### src/rtl/core/rotary_knob_setpoint_accel_defines.svh
// Assertion helpers shared by the knob setpoint RTL.
// Each macro expects signals named clk and rst in the enclosing module.
`ifndef ROTARY_KNOB_SETPOINT_ACCEL_DEFINES_SVH
`define ROTARY_KNOB_SETPOINT_ACCEL_DEFINES_SVH

// Consequent must hold in the same cycle as the antecedent.
`define RKSA_ASSERT_SAME(label, ante, cons, msg) \
  label: assert property (@(posedge clk) disable iff (rst) (ante) |-> (cons)) \
    else $error(msg);

// Consequent must hold in the cycle after the antecedent.
`define RKSA_ASSERT_NEXT(label, ante, cons, msg) \
  label: assert property (@(posedge clk) disable iff (rst) (ante) |=> (cons)) \
    else $error(msg);

`endif

### src/rtl/core/rksa_pkg.sv
package rksa_pkg;

  // Edge counter width; the measured rate is three times a count, so two more bits.
  localparam int COUNT_WIDTH = 16;
  localparam int RATE_MUL    = 60;
  localparam int RATE_DIV    = 20;
  localparam int RATE_FACTOR = RATE_MUL / RATE_DIV;
  localparam int RATE_WIDTH  = COUNT_WIDTH + 2;

  localparam int VALUE_WIDTH  = 16;
  localparam int STEP_WIDTH   = 8;
  localparam int THRESH_WIDTH = 16;
  localparam int CMP_WIDTH    = (RATE_WIDTH > THRESH_WIDTH) ? RATE_WIDTH : THRESH_WIDTH;

  localparam int CFG_INDEX_WIDTH = 3;
  localparam int CFG_DATA_WIDTH  = 16;

  localparam int IN_DATA_WIDTH  = 8;
  localparam int IN_USER_WIDTH  = 2;
  localparam int OUT_DATA_WIDTH = 40;

  // Command queue between the front and the back; depth is a power of two.
  localparam int QUEUE_DEPTH = 2;
  localparam int QPTR_WIDTH  = $clog2(QUEUE_DEPTH);
  localparam int QCNT_WIDTH  = $clog2(QUEUE_DEPTH + 1);

  localparam logic MODE_EDGE = 1'b0;
  localparam logic MODE_TICK = 1'b1;

  localparam logic KNOB_SEL_TEMP  = 1'b0;
  localparam logic KNOB_SEL_SPEED = 1'b1;

  localparam logic [1:0] KNOB_NONE  = 2'd0;
  localparam logic [1:0] KNOB_TEMP  = 2'd1;
  localparam logic [1:0] KNOB_SPEED = 2'd2;

  typedef enum logic [CFG_INDEX_WIDTH-1:0] {
    REG_FAST_THRESHOLD = 3'd0,
    REG_SLOW_STEP      = 3'd1,
    REG_FAST_STEP      = 3'd2,
    REG_TEMP_LIMIT     = 3'd3,
    REG_SPEED_LIMIT    = 3'd4,
    REG_SPEED_FLOOR    = 3'd5
  } cfg_reg_t;

  localparam logic [THRESH_WIDTH-1:0] RESET_FAST_THRESHOLD = 16'd30;
  localparam logic [STEP_WIDTH-1:0]   RESET_SLOW_STEP      = 8'd10;
  localparam logic [STEP_WIDTH-1:0]   RESET_FAST_STEP      = 8'd30;
  localparam logic [VALUE_WIDTH-1:0]  RESET_TEMP_LIMIT     = 16'd3500;
  localparam logic [VALUE_WIDTH-1:0]  RESET_SPEED_LIMIT    = 16'd1500;
  localparam logic [VALUE_WIDTH-1:0]  RESET_SPEED_FLOOR    = 16'd200;

  typedef struct packed {
    logic tick;
    logic knob;
    logic down;
  } cmd_t;

  typedef struct packed {
    logic [THRESH_WIDTH-1:0] fast_threshold;
    logic [STEP_WIDTH-1:0]   slow_step;
    logic [STEP_WIDTH-1:0]   fast_step;
    logic [VALUE_WIDTH-1:0]  temp_limit;
    logic [VALUE_WIDTH-1:0]  speed_limit;
    logic [VALUE_WIDTH-1:0]  speed_floor;
  } cfg_t;

endpackage

### src/rtl/core/rotary_knob_setpoint_accel.sv
// Two-knob setpoint adjuster with rate-based acceleration.
// An accepted item is written into the command queue, then executed into the result register.
// Throughput: one item per cycle while the result is not held; each item is one update of the knob state.
// A stalled result holds the execute stage; the 2-entry command queue absorbs the input side.
// Reset (rst, synchronous): counts, rates, setpoints cleared, registers to defaults.
module rotary_knob_setpoint_accel
  import rksa_pkg::*;
(
  input  logic                       clk,
  input  logic                       rst,
  input  logic                       s_axis_tvalid,
  output logic                       s_axis_tready,
  input  logic [IN_DATA_WIDTH-1:0]   s_axis_tdata,   // [0] b_level, rest zero
  input  logic [IN_USER_WIDTH-1:0]   s_axis_tuser,   // [0] mode, [1] knob_select
  output logic                       m_axis_tvalid,
  input  logic                       m_axis_tready,
  // [15:0] temp_setpoint, [31:16] speed_setpoint, [33:32] adjusted_knob,
  // [34] blink_request, rest zero
  output logic [OUT_DATA_WIDTH-1:0]  m_axis_tdata,
  input  logic                       cfg_we,
  input  logic [CFG_INDEX_WIDTH-1:0] cfg_index,
  input  logic [CFG_DATA_WIDTH-1:0]  cfg_data
);

  cmd_t q_cmd;
  logic q_valid;
  logic q_pop;

  rksa_front u_front (
    .clk           (clk),
    .rst           (rst),
    .s_axis_tvalid (s_axis_tvalid),
    .s_axis_tready (s_axis_tready),
    .s_axis_tdata  (s_axis_tdata),
    .s_axis_tuser  (s_axis_tuser),
    .q_cmd         (q_cmd),
    .q_valid       (q_valid),
    .q_pop         (q_pop)
  );

  rksa_back u_back (
    .clk           (clk),
    .rst           (rst),
    .q_cmd         (q_cmd),
    .q_valid       (q_valid),
    .q_pop         (q_pop),
    .cfg_we        (cfg_we),
    .cfg_index     (cfg_index),
    .cfg_data      (cfg_data),
    .m_axis_tvalid (m_axis_tvalid),
    .m_axis_tready (m_axis_tready),
    .m_axis_tdata  (m_axis_tdata)
  );

endmodule

### src/rtl/core/rksa_front.sv
`include "rotary_knob_setpoint_accel_defines.svh"

module rksa_front
  import rksa_pkg::*;
(
  input  logic                     clk,
  input  logic                     rst,
  input  logic                     s_axis_tvalid,
  output logic                     s_axis_tready,
  input  logic [IN_DATA_WIDTH-1:0] s_axis_tdata,  // [0] b_level, rest zero
  input  logic [IN_USER_WIDTH-1:0] s_axis_tuser,  // [0] mode, [1] knob_select
  output cmd_t                     q_cmd,
  output logic                     q_valid,
  input  logic                     q_pop
);

  cmd_t                  entries [QUEUE_DEPTH];
  logic [QPTR_WIDTH-1:0] wr_ptr;
  logic [QPTR_WIDTH-1:0] rd_ptr;
  logic [QCNT_WIDTH-1:0] count;
  cmd_t                  in_cmd;
  logic                  push;
  logic                  pop;

  always_comb begin
    in_cmd.tick = (s_axis_tuser[0] == MODE_TICK);
    in_cmd.knob = s_axis_tuser[1];
    in_cmd.down = s_axis_tdata[0];
  end

  assign s_axis_tready = (count != QCNT_WIDTH'(QUEUE_DEPTH));
  assign push          = s_axis_tvalid && s_axis_tready;
  assign q_valid       = (count != '0);
  assign pop           = q_pop && q_valid;
  assign q_cmd         = entries[rd_ptr];

  always_ff @(posedge clk) begin
    if (push) begin
      entries[wr_ptr] <= in_cmd;
    end
  end

  always_ff @(posedge clk) begin
    if (rst) begin
      wr_ptr <= '0;
      rd_ptr <= '0;
      count  <= '0;
    end else begin
      if (push) begin
        wr_ptr <= wr_ptr + 1'b1;
      end
      if (pop) begin
        rd_ptr <= rd_ptr + 1'b1;
      end
      if (push && !pop) begin
        count <= count + 1'b1;
      end else if (pop && !push) begin
        count <= count - 1'b1;
      end
    end
  end

  `RKSA_ASSERT_NEXT(a_count_up, push && !pop, count == $past(count) + 1'b1, "queue count missed a push")
  `RKSA_ASSERT_NEXT(a_count_down, pop && !push, count == $past(count) - 1'b1, "queue count missed a pop")
  `RKSA_ASSERT_SAME(a_ptr_gap, 1'b1, count == QCNT_WIDTH'(QPTR_WIDTH'(wr_ptr - rd_ptr)) || count == QCNT_WIDTH'(QUEUE_DEPTH), "queue pointers disagree with count")

endmodule

### src/rtl/core/rksa_back.sv
`include "rotary_knob_setpoint_accel_defines.svh"

module rksa_back
  import rksa_pkg::*;
(
  input  logic                       clk,
  input  logic                       rst,
  input  cmd_t                       q_cmd,
  input  logic                       q_valid,
  output logic                       q_pop,
  input  logic                       cfg_we,
  input  logic [CFG_INDEX_WIDTH-1:0] cfg_index,
  input  logic [CFG_DATA_WIDTH-1:0]  cfg_data,
  output logic                       m_axis_tvalid,
  input  logic                       m_axis_tready,
  // [15:0] temp_setpoint, [31:16] speed_setpoint, [33:32] adjusted_knob,
  // [34] blink_request, rest zero
  output logic [OUT_DATA_WIDTH-1:0]  m_axis_tdata
);

  cfg_t                   cfg;
  logic [COUNT_WIDTH-1:0] edge_count [2];
  logic [RATE_WIDTH-1:0]  knob_rate  [2];
  logic [VALUE_WIDTH-1:0] temp_value;
  logic [VALUE_WIDTH-1:0] speed_value;
  logic [1:0]             last_knob;
  logic                   blink;

  logic [RATE_WIDTH-1:0]  sel_rate;
  logic [STEP_WIDTH-1:0]  step;
  logic [VALUE_WIDTH:0]   temp_sum;
  logic [VALUE_WIDTH-1:0] temp_up;
  logic [VALUE_WIDTH-1:0] temp_dn;
  logic [VALUE_WIDTH:0]   speed_sum;
  logic [VALUE_WIDTH:0]   speed_base;
  logic [VALUE_WIDTH-1:0] speed_up;
  logic [VALUE_WIDTH-1:0] speed_diff;
  logic [VALUE_WIDTH-1:0] speed_dn;
  logic [VALUE_WIDTH-1:0] temp_next;
  logic [VALUE_WIDTH-1:0] speed_next;

  // A command is executed only when the result register is free or drains now.
  assign q_pop = q_valid && (!m_axis_tvalid || m_axis_tready);

  always_ff @(posedge clk) begin
    if (rst) begin
      cfg.fast_threshold <= RESET_FAST_THRESHOLD;
      cfg.slow_step      <= RESET_SLOW_STEP;
      cfg.fast_step      <= RESET_FAST_STEP;
      cfg.temp_limit     <= RESET_TEMP_LIMIT;
      cfg.speed_limit    <= RESET_SPEED_LIMIT;
      cfg.speed_floor    <= RESET_SPEED_FLOOR;
    end else if (cfg_we) begin
      unique case (cfg_reg_t'(cfg_index))
        REG_FAST_THRESHOLD: cfg.fast_threshold <= THRESH_WIDTH'(cfg_data);
        REG_SLOW_STEP:      cfg.slow_step      <= cfg_data[STEP_WIDTH-1:0];
        REG_FAST_STEP:      cfg.fast_step      <= cfg_data[STEP_WIDTH-1:0];
        REG_TEMP_LIMIT:     cfg.temp_limit     <= VALUE_WIDTH'(cfg_data);
        REG_SPEED_LIMIT:    cfg.speed_limit    <= VALUE_WIDTH'(cfg_data);
        REG_SPEED_FLOOR:    cfg.speed_floor    <= VALUE_WIDTH'(cfg_data);
        default: ;
      endcase
    end
  end

  always_comb begin
    sel_rate = knob_rate[q_cmd.knob];
    step = (CMP_WIDTH'(sel_rate) < CMP_WIDTH'(cfg.fast_threshold)) ?
           cfg.slow_step : cfg.fast_step;

    temp_sum = {1'b0, temp_value} + (VALUE_WIDTH + 1)'(step);
    temp_up  = (temp_sum > {1'b0, cfg.temp_limit}) ? cfg.temp_limit
                                                   : temp_sum[VALUE_WIDTH-1:0];
    temp_dn  = (temp_value < VALUE_WIDTH'(step)) ? '0 : temp_value - VALUE_WIDTH'(step);

    // Turning up from zero lands on the floor before the limit is applied.
    speed_sum  = {1'b0, speed_value} + (VALUE_WIDTH + 1)'(step);
    speed_base = (speed_value == '0) ? {1'b0, cfg.speed_floor} : speed_sum;
    speed_up   = (speed_base > {1'b0, cfg.speed_limit}) ? cfg.speed_limit
                                                        : speed_base[VALUE_WIDTH-1:0];
    speed_diff = speed_value - VALUE_WIDTH'(step);
    speed_dn   = ((speed_value < VALUE_WIDTH'(step)) || (speed_diff < cfg.speed_floor)) ?
                 '0 : speed_diff;

    temp_next  = temp_value;
    speed_next = speed_value;
    if (!q_cmd.tick) begin
      if (q_cmd.knob == KNOB_SEL_TEMP) begin
        temp_next = q_cmd.down ? temp_dn : temp_up;
      end else begin
        speed_next = q_cmd.down ? speed_dn : speed_up;
      end
    end
  end

  always_ff @(posedge clk) begin
    if (rst) begin
      edge_count[0] <= '0;
      edge_count[1] <= '0;
      knob_rate[0]  <= '0;
      knob_rate[1]  <= '0;
      temp_value    <= '0;
      speed_value   <= '0;
      last_knob     <= KNOB_NONE;
      blink         <= 1'b0;
      m_axis_tvalid <= 1'b0;
    end else begin
      if (q_pop) begin
        m_axis_tvalid <= 1'b1;
        blink         <= !q_cmd.tick;
        temp_value    <= temp_next;
        speed_value   <= speed_next;
        if (q_cmd.tick) begin
          for (int i = 0; i < 2; i++) begin
            knob_rate[i]  <= RATE_WIDTH'(edge_count[i]) * RATE_WIDTH'(RATE_FACTOR);
            edge_count[i] <= '0;
          end
        end else begin
          if (edge_count[q_cmd.knob] != '1) begin
            edge_count[q_cmd.knob] <= edge_count[q_cmd.knob] + 1'b1;
          end
          last_knob <= (q_cmd.knob == KNOB_SEL_TEMP) ? KNOB_TEMP : KNOB_SPEED;
        end
      end else if (m_axis_tready) begin
        m_axis_tvalid <= 1'b0;
      end
    end
  end

  // The setpoint state only moves when a result is free to leave, so it
  // doubles as the result payload.
  assign m_axis_tdata = {(OUT_DATA_WIDTH - 2 * VALUE_WIDTH - 3)'(0), blink, last_knob,
                         speed_value, temp_value};

  `RKSA_ASSERT_NEXT(a_tick_clears, q_pop && q_cmd.tick, edge_count[0] == '0 && edge_count[1] == '0, "tick left an edge count")
  `RKSA_ASSERT_NEXT(a_speed_floor, q_pop && !q_cmd.tick && q_cmd.knob == KNOB_SEL_SPEED && q_cmd.down, speed_value == '0 || speed_value >= $past(cfg.speed_floor), "speed fell below floor")
  `RKSA_ASSERT_NEXT(a_blink_kind, q_pop, m_axis_tvalid && blink == !$past(q_cmd.tick), "result flag does not match item kind")
  `RKSA_ASSERT_SAME(a_no_overrun, m_axis_tvalid && !m_axis_tready, !q_pop, "command executed over a held result")

endmodule
### config.mk
export PLATFORM = sky130hd
export DESIGN_NAME = rotary_knob_setpoint_accel
export DESIGN_NICKNAME = d
export VERILOG_FILES = /design/src/rtl/core/rksa_pkg.sv /design/src/rtl/core/rotary_knob_setpoint_accel.sv /design/src/rtl/core/rksa_front.sv /design/src/rtl/core/rksa_back.sv
export VERILOG_INCLUDE_DIRS = /design/src /design/src/rtl/core
export SDC_FILE = /design/constraint.sdc
export NUM_CORES = 1
export LEC_CHECK = 0
export BUFFER_PORTS_ARGS = -buffer_cell sky130_fd_sc_hd__buf_2
export CORE_ASPECT_RATIO = 0.5
export CORE_MARGIN = 1
export CORE_UTILIZATION = 40
export CTS_CLUSTER_DIAMETER = 150
export CTS_CLUSTER_SIZE = 40
export DETAILED_ROUTE_END_ITERATION = 16
export GPL_TIMING_DRIVEN = 1
export PLACE_DENSITY = 0.6
export SYNTH_ARGS = -nofsm -noshare
export SYNTH_HDL_FRONTEND = slang
export SYNTH_SLANG_ARGS = --single-unit
export TNS_END_PERCENT = 50
### constraint.sdc
create_clock -name clk -period 23.1 [get_ports clk]
set_input_delay 4.62 -clock clk [delete_from_list [all_inputs] [get_ports clk]]
set_output_delay 4.62 -clock clk [all_outputs]
set_load 0.01 [all_outputs]
=== Yosys cells after proc, flatten, opt, wreduce, memory -nomap -nowiden ===
Memory sizes are Yosys's and may differ from the RTL's. A register that Yosys moved wholly into a read port is not among the register bits.
Index checks and enable logic that the tools add are counted.

* Add/subtract/negate cells: 9
* $lt $le $gt $ge: 6
* Bitwise logic cells: 6
* Multiply operators: 2
* Eq/ne operators: 7
* Reductions and logical operators: 26
* Muxes and demuxes: 35

{| class="wikitable"
|+ Operator list
! operator !! number
|-
| 16-bit two-way mux || 9
|-
| 16-bit by 2-bit multiplier with 18-bit output, second input constant || 2
|-
| 18-bit two-way mux || 2
|-
| 16-bit by 8-bit adder with 17-bit output || 2
|-
| 17-bit by 16-bit greater-than comparator with 1-bit output || 2
|-
| 16-bit by 8-bit less-than comparator with 1-bit output || 2
|-
| 16-bit by 8-bit subtractor with 16-bit output || 2
|-
| 1-bit two-way mux || 19
|-
| 18-bit by 16-bit less-than comparator with 1-bit output || 1
|-
| 17-bit two-way mux || 1
|-
| 16-bit by 1-bit adder with 16-bit output, second input constant || 1
|-
| 16-bit zero test || 1
|-
| 16-bit less-than comparator || 1
|-
| 16-bit != test, second input constant || 1
|-
| 16-bit OR reduction || 1
|-
| 2-bit AND reduction || 7
|-
| 8-bit two-way mux || 1
|-
| 3-bit by 2-bit == test with 1-bit output, second input constant || 2
|-
| 3-bit == test, second input constant || 2
|-
| 2-bit two-way mux || 3
|-
| 3-bit AND reduction || 2
|-
| 2-bit nonzero test || 3
|-
| 1-bit logical AND || 5
|-
| 1-bit zero test || 4
|-
| other kinds (9) || 15
|}

* Word-level logic and storage cells: 108
* Bits in writable memories: 74
* Bits in registers: 120
* Input port bits: 34
* Memories: 3

{| class="wikitable"
|+ Memories
! name !! depth !! bits a word !! rd ports !! clocked after Yosys merged registers in !! wr ports !! line !! source
|-
| u_back.knob_rate || 2 || 18 || 1 || 0 || 2 || rksa_back.sv:23 || <nowiki>logic [RATE_WIDTH-1:0] knob_rate [2];</nowiki>
|-
| u_back.edge_count || 2 || 16 || 3 || 0 || 2 || rksa_back.sv:22 || <nowiki>logic [COUNT_WIDTH-1:0] edge_count [2];</nowiki>
|-
| u_front.entries || 2 || 3 || 1 || 1 || 1 || rksa_front.sv:17 || <nowiki>cmd_t entries [QUEUE_DEPTH];</nowiki>
|}

=== Longest topological paths before layout ===
Gate-level depths: netlist of run 1.
An unclocked memory read counts as a cell.

* Depth in word-level cells: 9
* Gate-level depth with buffers: 37
* Mapped depth without buffers: 31

=== Hierarchy ===
From an unflattened synthesis of run 1, not the netlist that was laid out.

* Cell total of the unflattened synthesis: 1581
* Area total of the unflattened synthesis: 13834.5 um^2

{| class="wikitable"
|+ Modules (own cells, without submodules)
! module !! seq. area each (um^2) !! cells each !! instances !! area an instance (um^2)
|-
| rksa_back || 4364.2 || 1548 || 1 || 13390.3
|-
| rksa_front || 280.3 || 33 || 1 || 444.2
|}

=== Worst setup path after synthesis of run 1 ===
Ideal clock, no wire load.

* Path type: register to register
* Start: register (tool-made name)
* End: register u_back.speed_value[3]
* Cell stages (with the launch flop): 35
* Setup slack: 15.800 ns
* Required time: 23.030 ns
* Clock period less this slack: 7.300 ns
* Data arrival time: 7.230 ns
* Path through: dfxtp_1 buf_4 mux2_2 buf_6 clkbuf_1 clkbuf_1 clkbuf_1 nand2_1 nand2_1 ha_1 a21o_1 a21o_1 a21oi_1 nor2b_1 o21ai_0 o2111ai_1 a31oi_2 buf_4 mux2_2 ha_1 buf_2 a21oi_1 a2111oi_0 nor2_1 or3_1 xnor2_1 ha_1 o21ai_0 nor4_1 a22o_1 a31oi_1 a21boi_0 buf_2 a22oi_1 a21oi_1

{| class="wikitable"
|+ RTL lines
! what !! line !! source
|-
| end signal, assigned || rksa_back.sv:112 || <nowiki>speed_value <= speed_next;</nowiki>
|-
| end, declared || rksa_back.sv:25 || <nowiki>logic [VALUE_WIDTH-1:0] speed_value;</nowiki>
|}

==> metrics.md, run 1 <==
| Metric | Value |
|---|---|
| Worst Hold Class | `reg -> reg` |
| Leading area contributor after synthesis | `dfxtp_1` |
| Drt pass-1 iters | `5` |
| Placer congestion estimate | `0.891` |
| Gr usage total | `20.6%` |
| Routed WL | `34900 um` |
| Slew headroom | `16.1%` |
| Die Ht | `132 um` |
| PortBufs | `63` |
| Vias per cell | `5.32` |
| Comb power frac | `54.6%` |
| YS warnings | `0` |
| Post-CTS Setup Bufs | `0` |
| Largest net degree at the start of global routing | `60` |
| Startpoint types | `register` |
| CP max-delay cell | `a21boi_0` |
| Number of synthesized register bits | `195` |
| Minimum clock period | `9.14 ns` |
| CTS buffer count | `17` |
| Worst path required time | `23.48 ns` |
| Post-CTS Resized | `0` |
| Number of global-route vias before repair | `10.1k` |
| Via Count | `11.0k` |
| DR iter-0 viols | `851` |
| Switching pwr | `0.000772 W` |
| Final hold vios | `0` |
| Rows | `47` |
| Commonest cells post-synth | `nand2_1 (239), nor2_1 (146), ha_1 (130)` |
| Hold path depth | `2` |
| Area fraction of the dominant cell type after synthesis | `17.9%` |
| Clock skew | `0.0141 ns` |
| Hold buffers post-CTS | `0` |
| H-tree depth | `4` |
| CP max FO | `20` |
| Fmax | `109 MHz` |
| CP arrival | `9.52 ns` |
| Share of cells above drive strength 1 | `10.8%` |
| Clock Power Share | `17.8%` |
| Clock Root Buffer | `clkbuf_16` |
| Run status | `complete, no violations` |
| Layout net count | `1785` |
| Worst path max stage delay | `0.94 ns` |
| Maximum VDD drop | `60.5 uV` |
| Register area share after synthesis | `34.4%` |
| Clk slew on worst S/H paths | `0.08 ns` |
| Final TNS setup | `0 ns` |
| Final slew viol count | `0` |
| Synth-to-layout area growth | `9.16%` |
| Area of the multi-input gates | `0.00815 sq mm` |
| DIE AREA | `0.0345 sq mm` |
| Reg2reg end | `u_back.speed_value[1]` |
| Power Dens Cells | `117 mW/mm^2` |
| WL per Instance | `16.9 um` |
| Cell area after synthesis | `0.0135 sq mm` |
| P_leak | `6.10 nW` |
| Finish-stage setup viols | `0` |
| Core Util, Final | `44.4%` |
| # Max-Cap Violations | `0` |
| DRC Markers | `0` |
| Internal power | `0.000958 W` |
| Final Cycle Share | `39.6%` |
| Core area | `0.0332 sq mm` |
| Antenna violations before repair | `0` |
| Post-Synthesis Cells | `1590` |
| Mapped Avg Cell Area | `8.49 sq um` |
| Worst-case clock buffer depth | `2` |
| CTS Sinks | `195` |
| Die Wd | `262 um` |
| Register Area | `0.00464 sq mm` |
| Post-synth top flop | `dfxtp_1` |
| CP endpoint kind | `register` |
| Placed insts | `2037` |
| IO Pins | `76` |
| Largest cells by area after synthesis | `dfxtp_1 (18%), edfxtp_1 (16%), ha_1 (12%)` |
| R2R setup slack | `13.96 ns` |
| Starting density of the core | `40.7%` |
| Grt total ovfl | `0` |
| Worst slew pin tran | `1.25 ns` |
| Post-synthesis cell type count | `84` |
| Ys async rst share | `0%` |
| CP Class | `reg -> reg` |
| Hold Crit Start | `u_back.cfg[33]` |
| Clock latency on the worst-skew pair | `0.46 ns` |
| Global-route wire length before repair | `56000 um` |
| Worst Hold End | `u_back.cfg[33]` |
| Sw Ratio | `44.6%` |
| Post-route ant nets | `0` |
| Fin cells | `2069` |
| RSZ-0062 raised after global routing | `no` |
| Antenna diode count | `0` |
| CTS tree | `done` |
| Fillcell total | `3263` |
| Critical Path Most Common Cell | `ha_1` |
| R2R depth | `29` |
| Seq pwr share | `27.6%` |
| Most common cell in the netlist | `nand2_1` |
| EDFF count, synth | `74` |
| DP HPWL | `25600 um` |
## how the worst max path moves through the flow
| stage | slack, ns | from | end | cells after the start |
|---|---|---|---|---|
| floorplan | 15.80 | register | u_back.speed_value[3] | 34 |
| global placement | 14.21 | register | u_back.speed_value[2] | 28 |
| detailed placement | 14.15 | register | u_back.speed_value[1] | 29 |
| CTS | 14.06 | register | u_back.speed_value[1] | 29 |
| global route | 13.37 | register | u_back.speed_value[7] | 29 |
| finish | 13.96 | register | u_back.speed_value[1] | 29 |
## stage by stage
| step | power [W] | setup WS (ns) | hold WS (ns) | area, sq um |
|---|---|---|---|---|
| 2_1_floorplan | 0.00119 | 15.80 | 0.426 | 13500 |
| 3_3_place_gp | 0.00141 | 14.21 | 0.438 | 14100 |
| 3_5_place_dp | 0.00141 | 14.15 | 0.447 | 14100 |
| 4_1_cts | 0.00173 | 14.06 | 0.458 | 14700 |
| 5_1_grt | 0.00186 | 13.37 | 0.470 | 14700 |
| 6_report | 0.00173 | 13.96 | 0.455 | 14700 |
## final cells by class
cell class | count | share of cell area, %
multi-input combinational | 1223 | 55.3
sequential | 195 | 31.5
tap | 441 | 3.74
clock buffer | 18 | 2.91
timing repair buffer | 77 | 2.85
inverter | 101 | 2.57
clock inverter | 14 | 1.10
## cell families after synthesis
| group | count (synthesis) | synth area share, % |
|---|---|---|
| other | 1 | 0.0278 |
| adder cells (fa/ha/maj) | 136 | 12.9 |
| AO/OA/AOI/OAI | 365 | 17.6 |
| buffers and inverters | 176 | 5.49 |
| AND/OR/NAND/NOR | 567 | 18.8 |
| multiplexers | 67 | 5.35 |
| XOR/XNOR | 83 | 5.38 |
| flip-flops | 195 | 34.4 |
## sequential cells by signal, indices dropped and copies added (netlist names), named ones only
register              flops
u_back.cfg               80
u_front.entries           6
u_front.wr_ptr            1
u_back.temp_value        16
u_back.last_knob          2
u_back.m_axis_tvalid      1
u_back.knob_rate         36
u_front.count             2
u_back.blink              1
u_front.rd_ptr            1
u_back.edge_count        32
u_back.speed_value       16
## power by group through the flow
stage | combinational (W) | sequential, W | clock [W]
3_3_place_gp | 0.000928 | 0.000485 | 0
2_1_floorplan | 0.000722 | 0.000469 | 0
5_1_grt | 0.00104 | 0.000487 | 0.000327
3_5_place_dp | 0.000925 | 0.000486 | 0
4_1_cts | 0.000936 | 0.000478 | 0.000314
6_report | 0.000944 | 0.000478 | 0.000308
## per-layer routing
layer / track usage [%] / vias to the layer above / part of all wire, %
met1: 30.6 / 5139 / 51
met5: 0 / - / 0
met2: 31.4 / 217 / 43
li1: - / 5636 / -
met4: 4.62 / 0 / 1.2
met3: 2.77 / 25 / 3.9
## worst max-delay path, delay by kind of cell, from the launching register on
family | cells | cell delay (ns)
mux | 2 | 1.05
flops | 1 | 0.56
simple gates | 6 | 1.32
buf+inv | 2 | 0.68
xor+xnor | 1 | 0.22
compound gates | 15 | 4.30
fa+ha+maj | 3 | 0.89
## cells in the final DEF, fill, tap and decap left out, types with 11 or more instances in the layout
master | netlist | routed
a22oi_1 | 15 | 15
ha_1 | 130 | 130
dfxtp_1 | 121 | 121
mux2_2 | 31 | 31
nand4_1 | 11 | 11
o211ai_1 | 31 | 31
inv_1 | 101 | 100
a211oi_1 | 12 | 12
a21oi_1 | 125 | 125
nand2b_1 | 22 | 22
nor2b_1 | 22 | 22
nor3_1 | 32 | 31
xnor2_1 | 51 | 51
nor2_1 | 146 | 145
buf_4 | 11 | 14
nand2_1 | 239 | 239
buf_2 | 10 | 63
nand3_1 | 43 | 43
mux2i_1 | 35 | 34
edfxtp_1 | 74 | 74
clkbuf_16 | 0 | 17
a21o_1 | 15 | 15
o21ai_0 | 72 | 72
a31oi_1 | 12 | 12
xor2_1 | 32 | 32
Power figures use the tool's default switching activity.
==> run 2: changes to the inputs <==
clock period = 9.4 ns   (was 23.1 ns; I/O delays follow)
==> metrics.md, run 2 (synthesis results as in run 1) <==
| Metric | Value |
|---|---|
| Run status | `complete, no violations` |
| P_leak | `6.10 nW (about the same)` |
| Power Dens Cells | `289 mW/mm^2 (+150%)` |
| CP Class | `reg -> reg` |
| Top flop regs | `u_back.cfg x80, u_back.knob_rate x36, u_back.edge_count x32` |
| DRC Markers | `0 (unchanged)` |
| Clock latency on the worst-skew pair | `0.46 ns (about the same)` |
| Worst-case clock buffer depth | `2 (unchanged)` |
| Largest net degree at the start of global routing | `61 (+1.7%)` |
| R2R depth | `28 (-3.4%)` |
| DP Worst Slack | `1.01 ns (-13.14 ns)` |
| Maximum VDD drop | `124 uV (+110%)` |
| Metal3 WL | `1660 um (+22%)` |
| Placed insts | `2039 (+0.098%)` |
| Startpoint types | `register` |
| RSZ-0062 raised after global routing | `no` |
| WL per Instance | `17.0 um (+0.96%)` |
| Fmax | `119 MHz (+9.0%)` |
| Routed WL | `35300 um (+1.1%)` |
| Setup ws final | `1.02 ns (-12.95 ns)` |
| Final Power | `0.00426 W (+150%)` |
| Commonest non-fill, non-tap cell in the layout | `nand2_1` |
| CP arrival | `8.73 ns (-0.79 ns)` |
| CTS buffer count | `17 (unchanged)` |
| Max FFs per register | `80 (unchanged)` |
| Post-route ant nets | `0 (unchanged)` |
| Max layer used | `met4` |
| Antenna diode count | `0 (unchanged)` |
| Worst slew pin tran | `1.05 ns (-0.205 ns)` |
| Vias per cell | `5.37 (+0.86%)` |
| Finish-stage setup viols | `0 (unchanged)` |
| Fillcell total | `3332 (+2.1%)` |
| Die Ht | `132 um (unchanged)` |
| CTS tree | `done` |
| Rows | `47 (unchanged)` |
| M1 WL | `17900 um (-0.39%)` |
| Core area | `0.0332 sq mm (unchanged)` |
| Placer congestion estimate | `0.896 (+0.52%)` |
| Drt pass-1 iters | `5 (unchanged)` |
| Clock Root Buffer | `clkbuf_16` |
| Commonest non-fill, non-tap cells in the layout | `nand2_1 (239), nor2_1 (144), ha_1 (130)` |
| Clk slew on worst S/H paths | `0.08 ns (about the same)` |
| Post-CTS Setup Bufs | `0 (unchanged)` |
| Synth-to-layout area growth | `9.30%` |
| DIE AREA | `0.0345 sq mm (unchanged)` |
| H-tree depth | `4 (unchanged)` |
| Minimum clock period | `8.38 ns (-0.754 ns)` |
| Die Wd | `262 um (unchanged)` |
| IO Pins | `76 (unchanged)` |
| Placed Area | `0.0142 sq mm (+0.12%)` |
| Share of cells above drive strength 1 | `10.9% (+0.11 points)` |
| Grt total ovfl | `0 (unchanged)` |
| Hold path depth | `2 (unchanged)` |
| Hold buffers post-CTS | `0 (unchanged)` |
| PortBufs | `63 (unchanged)` |
| Met2 WL | `15200 um (+0.56%)` |
| Final TNS setup | `0 ns (unchanged)` |
| Starting density of the core | `40.7% (unchanged)` |
| Number of global-route vias before repair | `10.3k (+1.2%)` |
| Worst path required time | `9.74 ns (-13.74 ns)` |
| Gr usage total | `20.7% (+0.11 points)` |
| DR iter-0 viols | `954 (+12%)` |
| Reg with most FFs | `u_back.cfg` |
| # Max-Cap Violations | `0 (unchanged)` |
| Worst Hold Class | `reg -> reg` |
| Global-route wire length before repair | `56100 um (+0.32%)` |
| Antenna violations before repair | `0 (unchanged)` |
| Hold Crit Start | `u_back.blink` |
| Layout net count | `1787 (+0.11%)` |
| Final instance area | `0.0148 sq mm (+0.13%)` |
| Clock skew | `0.0107 ns (-0.00345 ns)` |
| Slew headroom | `29.7% (+14 points)` |
| CP endpoint kind | `register` |
| Worst path max stage delay | `0.75 ns (-0.19 ns)` |
| Final hold vios | `0 (unchanged)` |
| Final Cycle Share | `89.2% (+50 points)` |
| CP max FO | `22 (+10%)` |
| Fin cells | `2071 (+0.097%)` |
| CTS Sinks | `195 (unchanged)` |
| DP HPWL | `25900 um (+0.88%)` |
| Post-CTS Resized | `0 (unchanged)` |
| CP max-delay cell | `mux2i_4` |
| Via Count | `11.1k (+0.95%)` |
| Final slew viol count | `0 (unchanged)` |
## run 2: cell types whose count changed in the layout (fill, tap and decap cells not counted), moves of 2 or more
cell,previous run,this run
buf_4,14,16
clkinv_4,2,0
clkinv_1,0,2
clkbuf_8,0,2
clkinvlp_4,0,2
## run 2: per-layer routing
layer  track usage, %  vias up
met3             3.11       32
met5                0        -
li1                 -     5633
met2             31.1      236
met4             5.01        0
met1             30.8     5221
## run 2: layout make-up
type | count | area (sq um) | area share (%)
clock buffers | 19 | 453 | 3.07
flip-flops and latches | 195 | 4640 | 31.5
clock inverters | 13 | 140 | 0.949
repair buffers | 79 | 435 | 2.95
inverters | 101 | 379 | 2.57
multi-input cells | 1223 | 8160 | 55.3
well taps | 441 | 552 | 3.74
## run 2: final timing paths
| kind | slack, ns | endpoint |
|---|---|---|
| worst min-delay path | 0.45 | u_back.blink |
| worst max-delay path | 1.02 | u_back.temp_value[5] |
| worst max register to register | 1.02 | u_back.temp_value[5] |
| worst min register to register | 0.45 | u_back.blink |
## run 2: power breakdown
group,internal (W),leakage [nW],switching (W),total [W]
registers,0.00104,1.76,0.000140,0.00118
clock network,0.000390,0.286,0.000367,0.000757
logic,0.000946,4.06,0.00138,0.00233
## run 2: worst max-delay path: cells and delay by family, from the launching register on
| family | cells | cell delay (ns) |
|---|---|---|
| adder cells (fa/ha/maj) | 3 | 0.96 |
| XOR/XNOR | 1 | 0.08 |
| flip-flops | 1 | 0.55 |
| AND/OR/NAND/NOR | 10 | 1.55 |
| AO/OA/AOI/OAI | 10 | 3.28 |
| buffers and inverters | 1 | 0.29 |
| multiplexers | 3 | 1.57 |
## run 2: per-stage QoR
step	utilization [%]	hold slack, ns
after global routing	44.5	0.472
after floorplan	-	0.426
after CTS	44.5	0.455
after global placement	42.7	0.438
final	44.5	0.453
after detailed placement	42.7	0.441
